==> config.mk <==
export PLATFORM = sky130hd
export DESIGN_NAME = mhpq_cell
export DESIGN_NICKNAME = d
export VERILOG_FILES = /design/src/design/mhpq_pkg.sv /design/src/design/mhpq_cell.sv
export VERILOG_INCLUDE_DIRS = /design/src /design/src/design
export SDC_FILE = /design/constraint.sdc
export NUM_CORES = 1
export LEC_CHECK = 0
export BUFFER_PORTS_ARGS = -buffer_cell sky130_fd_sc_hd__buf_2
export CAP_MARGIN = 10
export CORE_ASPECT_RATIO = 0.9
export CORE_MARGIN = 10
export CORE_UTILIZATION = 35
export CTS_BUF_LIST = sky130_fd_sc_hd__clkbuf_2 sky130_fd_sc_hd__clkbuf_4 sky130_fd_sc_hd__clkbuf_8
export CTS_CLUSTER_SIZE = 16
export DETAILED_ROUTE_END_ITERATION = 12
export GPL_TIMING_DRIVEN = 0
export PLACE_DENSITY_LB_ADDON = 0.1
export SLEW_MARGIN = 10
export SYNTH_ARGS = -nofsm -noshare
export SYNTH_HDL_FRONTEND = slang
export SYNTH_SLANG_ARGS = --single-unit
==> constraint.sdc <==
create_clock -name clk -period 4.5 [get_ports clk]
set_input_delay 0.9 -clock clk [delete_from_list [all_inputs] [get_ports clk]]
set_output_delay 0.9 -clock clk [all_outputs]
set_load 0.05 [all_outputs]
==> src/design/max_heap_priority_queue_assert.svh <==
// ----------------------------------------------------------------------------
// Assertion macros for the max-heap priority queue
// Shared concurrent assertion forms, clocked on clk and disabled in reset.
// ----------------------------------------------------------------------------
`ifndef MAX_HEAP_PRIORITY_QUEUE_ASSERT_SVH
`define MAX_HEAP_PRIORITY_QUEUE_ASSERT_SVH

// Consequent checked in the same cycle as the antecedent.
`define MHPQ_ASSERT_NOW(label, ante, cons, msg) \
  label: assert property (@(posedge clk) disable iff (!rst_n) (ante) |-> (cons)) \
    else $error(msg);

// Consequent checked in the cycle after the antecedent.
`define MHPQ_ASSERT_NEXT(label, ante, cons, msg) \
  label: assert property (@(posedge clk) disable iff (!rst_n) (ante) |=> (cons)) \
    else $error(msg);

`endif

==> src/design/mhpq_pkg.sv <==
// ----------------------------------------------------------------------------
// mhpq_pkg
// Types and constants shared by the priority queue cells and the top level.
// ----------------------------------------------------------------------------
`timescale 1ns / 1ps
`default_nettype none

package mhpq_pkg;

  localparam int CAPACITY = 64;
  localparam int DATA_W   = 32;
  localparam int CNT_W    = $clog2(CAPACITY + 1);
  localparam int ENTRY_W  = 7;

  typedef logic signed [DATA_W-1:0] data_t;
  typedef logic [CNT_W-1:0] count_t;

  typedef enum logic [1:0] {
    REQ_PUSH   = 2'd0,
    REQ_POP    = 2'd1,
    REQ_DELETE = 2'd2,
    REQ_PEEK   = 2'd3
  } req_type_t;

  typedef enum logic [1:0] {
    ST_OK        = 2'd0,
    ST_FULL      = 2'd1,
    ST_EMPTY     = 2'd2,
    ST_NOT_FOUND = 2'd3
  } status_t;

  typedef struct packed {
    logic  push_en;
    logic  pop_en;
    logic  del_en;
    data_t key;
  } cell_cmd_t;

  typedef struct packed {
    logic valid;
    logic ge;
    logic le;
    logic eq;
  } cell_stat_t;

endpackage

`default_nettype wire

==> src/design/mhpq_cell.sv <==
// ----------------------------------------------------------------------------
// mhpq_cell
// One slot of the sorted shift array. Holds one value and takes its own,
// its left neighbor's, its right neighbor's or the broadcast key each cycle.
// ----------------------------------------------------------------------------
`timescale 1ns / 1ps
`default_nettype none

module mhpq_cell (
  input  wire                    clk,
  input  wire                    rst_n,
  input  wire mhpq_pkg::cell_cmd_t  cmd,
  input  wire mhpq_pkg::data_t      prev_value,
  input  wire mhpq_pkg::cell_stat_t prev_stat,
  input  wire mhpq_pkg::data_t      next_value,
  input  wire mhpq_pkg::cell_stat_t next_stat,
  output mhpq_pkg::data_t        value,
  output mhpq_pkg::cell_stat_t   stat
);
  import mhpq_pkg::*;

  `include "max_heap_priority_queue_assert.svh"

  data_t value_r;
  data_t value_nxt;
  logic  valid_r;
  logic  valid_nxt;
  logic  shift_left;

  assign stat.valid = valid_r;
  assign stat.ge    = valid_r && (value_r >= cmd.key);
  assign stat.le    = valid_r && (value_r <= cmd.key);
  assign stat.eq    = valid_r && (value_r == cmd.key);
  assign value      = value_r;

  assign shift_left = cmd.pop_en || (cmd.del_en && stat.le);

  always_comb begin
    value_nxt = value_r;
    valid_nxt = valid_r;
    if (cmd.push_en) begin
      valid_nxt = valid_r || prev_stat.valid;
      if (!stat.ge) begin
        value_nxt = prev_stat.ge ? cmd.key : prev_value;
      end
    end else if (shift_left) begin
      value_nxt = next_value;
      valid_nxt = next_stat.valid;
    end
  end

  always_ff @(posedge clk) begin
    if (!rst_n) begin
      valid_r <= 1'b0;
    end else begin
      valid_r <= valid_nxt;
    end
  end

  always_ff @(posedge clk) begin
    value_r <= value_nxt;
  end

  // Occupied slots stay packed toward the head of the array.
  `MHPQ_ASSERT_NOW(a_cell_packed, valid_r, prev_stat.valid, "cell occupied after empty slot")
  // Occupied neighbors stay in descending order.
  `MHPQ_ASSERT_NOW(a_cell_sorted, valid_r && next_stat.valid, value_r >= next_value,
    "cell order broken")

endmodule

`default_nettype wire

==> impl_metrics.toml <==
[run_status]
outcome = "finished clean"

[route]
vias = 2474
ant_nets = 0
drtIter0Drc = 82
via_per_inst = 4.82
wl_per_cell_um = 15.9
drt-pass1-iter-count = 4
finalWirelength_um = 8180
drc = 0

[floorplan]
design.die.area_um2 = 11100
rows = 29
ios = 145
core_area_um2 = 7080
die_h_um = 101
die_w_um = 110
start_util = 0.362

[yosys]
synth_area_per_cell_um2 = 9.30
synth-compound-area-share = 0.150
syn_area_um2 = 2560
synth-xor-area-share = 0
synth_fa_ha_area_frac = 0.156
ys_seq_area_frac = 0.383
synth_cell_types = 31
yosys_warnings = 0
synth_top_family_by_area = "adder cells"
yosys.area_share.simple = 0.106
synth_seq_cells = 33
synthMuxAreaShare = 0.125
syn-instance-count = 275
synth_fp_nets = 416

[finish]
final_area_um2 = 3470
final-instance-count-excl-fill = 513
nets = 561
areaGrowthSynthToFinish_pct = 35.6
finalCoreUtilization = 0.490
fillerInstances = 733
layout_common_cells = "buf_2, a21oi_1, inv_1, nor2_1"
antennaDiodeCount = 0
mostFrequentLayoutCell = "buf_2"
drive_above_1_share = 0.367

[cts]
path_clk_slew_ns = 0.06
clock_latency_ns = 0.28
clk_path_buf_depth = 2
cts_resized = 0
postCtsSetupRepairBufs = 0
htreeDepth = 2
cts_tree = "done"
cts_root_buffer = "clkbuf_8"
cts_made_buffers = 5
cts_hold_buf = 0
cts.sinks = 33

[place]
placed_cells = 506
portBuffers = 137
place.gp.congestion = 0.809
placed_area_um2 = 3390
pre_cts_ws_ns = 0.710
hpwlAfterDp_um = 6820

[worst_setup_path]
r2r_start = "value[13]"
r2r_cells = 8
path_buf_inv = 3
crit_chain = "buf_2 > inv_1 > ha_1 > nand4_2 > nor4_2 > a21boi_2 > o311a_1 > o22ai_2 > o21ai_0 > buf_2"
cp.depth = 10
start_kind = "input port"
setup.worst_path.class = "input port to primary output"
crit_start = "cmd[13]"
rr_endpoint = "value[21]"
slowest_delay_ns = 0.40
crit_required_ns = 3.60
crit_end = "stat[2]"
slowest_stage = "nor4_2"
crit_family = "compound AO/OA/AOI/OAI gates"
path_common_cell = "buf_2"
ff2ff_setup_slack_ns = 1.65
cp-end-kind = "primary output"
arrival_ns = 2.90
cp_max_fo = 4

[global_route]
grt_max_degree = 19
antenna_found_initial = 0
grt_pass1_wl_um = 12500
grt_use_total = 0.142
grt_pass1_vias = 2635
grt_overflow = 0

[job]
cap_violations = 0

[sta]
rsz0062_at_grt = "no"
finalWorstSetupSlack_ns = 0.696
relSlewSlack = 0.610
drv_slew = 0
tightest_slew_ns = 0.585
period_minus_slack_ns = 3.80
finalHoldViolations = 0
setup-violations-final = 0
min_period_over_period = 0.845
finalSetupTns_ns = 0
skew_ns = 0.00584
fmax_mhz = 263

[power_and_ir_drop]
p_leak_nw = 1.82
vdd_drop_max_mv = 0.129
powerDensity_nw_per_um2 = 303

[hold_path]
min_path_type = "register to register"
cells by family after synthesis:
family                   count (synthesis)
buffers and inverters                   52
multiplexers                            32
AND/OR/NAND/NOR                         59
AO/OA/AOI/OAI                           67
adder cells (fa/ha/maj)                 32
flip-flops                              33
per-layer routing:
| layer | GRT usage | part of all wire | vias up | wire [um] |
|---|---|---|---|---|
| li1 | - | - | 1270 | - |
| met3 | 0.0524 | 0.098 | 4 | 801 |
| met1 | 0.172 | 0.44 | 1116 | 3560 |
| met2 | 0.234 | 0.46 | 84 | 3750 |
| met4 | 0.0326 | 0.0075 | 0 | 61 |
| met5 | 0 | 0 | - | 0 |
worst min-delay path: stages (launching register included):
cell,delay (ns)
dfxtp_1,0.36
o21ai_0,0.20
a211oi_1,0.05
final cells by class:
| cell class | instances | area [um^2] | share of cell area |
|---|---|---|---|
| Multi-Input combinational cell | 190 | 1380 | 0.397 |
| Sequential cell | 33 | 981 | 0.283 |
| Timing Repair Buffer | 138 | 713 | 0.206 |
| Inverter | 39 | 146 | 0.0422 |
| Tap cell | 93 | 116 | 0.0335 |
| Clock buffer | 6 | 76.3 | 0.0220 |
| Buffer | 13 | 56.3 | 0.0162 |
| Clock inverter | 1 | 3.75 | 0.00108 |
power by group:
part,total [mW],internal [mW],switching (mW)
Sequential,0.408,0.387,0.0206
Clock,0.217,0.110,0.107
Combinational,0.425,0.140,0.285
Total,1.05,0.638,0.413
stage by stage:
step | hold WS, ns | total power, mW
after global routing | 0.684 | 1.12
final | 0.647 | 1.05
after global placement | 0.643 | 0.834
after CTS | 0.646 | 1.07
after detailed placement | 0.636 | 0.845
after floorplan | 0.564 | 0.703
worst min-delay path by stage:
stage | endpoint | from | cells past startpoint
global placement | valid_r | valid_r | 2
CTS | valid_r | valid_r | 2
global route | valid_r | valid_r | 2
finish | valid_r | valid_r | 2
detailed placement | valid_r | valid_r | 2
floorplan | valid_r | valid_r | 2
state kept, by name (all words and copies together) (netlist names):
register	count
valid_r	1
value	32
synthesized netlist by cell type:
cell | number | area [um^2]
a21o_1 | 2 | 15.0
a22oi_1 | 1 | 7.51
nor2b_1 | 1 | 6.26
nor3_1 | 3 | 15.0
a211oi_1 | 2 | 15.0
mux2i_1 | 32 | 320
o2111ai_1 | 1 | 8.76
nand3_1 | 2 | 10.0
o31a_1 | 1 | 8.76
o21ai_0 | 6 | 30.0
a21boi_2 | 1 | 11.3
dfxtp_1 | 1 | 20.0
a221oi_1 | 1 | 8.76
inv_1 | 39 | 146
nor2_1 | 35 | 131
ha_1 | 32 | 400
and4_1 | 1 | 8.76
nor4_2 | 1 | 12.5
o22ai_2 | 1 | 12.5
a21oi_1 | 48 | 240
buf_4 | 1 | 7.51
buf_2 | 3 | 15.0
nor4_1 | 1 | 6.26
a21o_2 | 1 | 8.76
nand4_1 | 6 | 37.5
o311a_1 | 1 | 10.0
nand2_1 | 8 | 30.0
nand4_2 | 1 | 12.5
clkbuf_1 | 9 | 33.8
edfxtp_1 | 32 | 961
o211ai_1 | 1 | 7.51
Power figures use the tool's default switching activity.
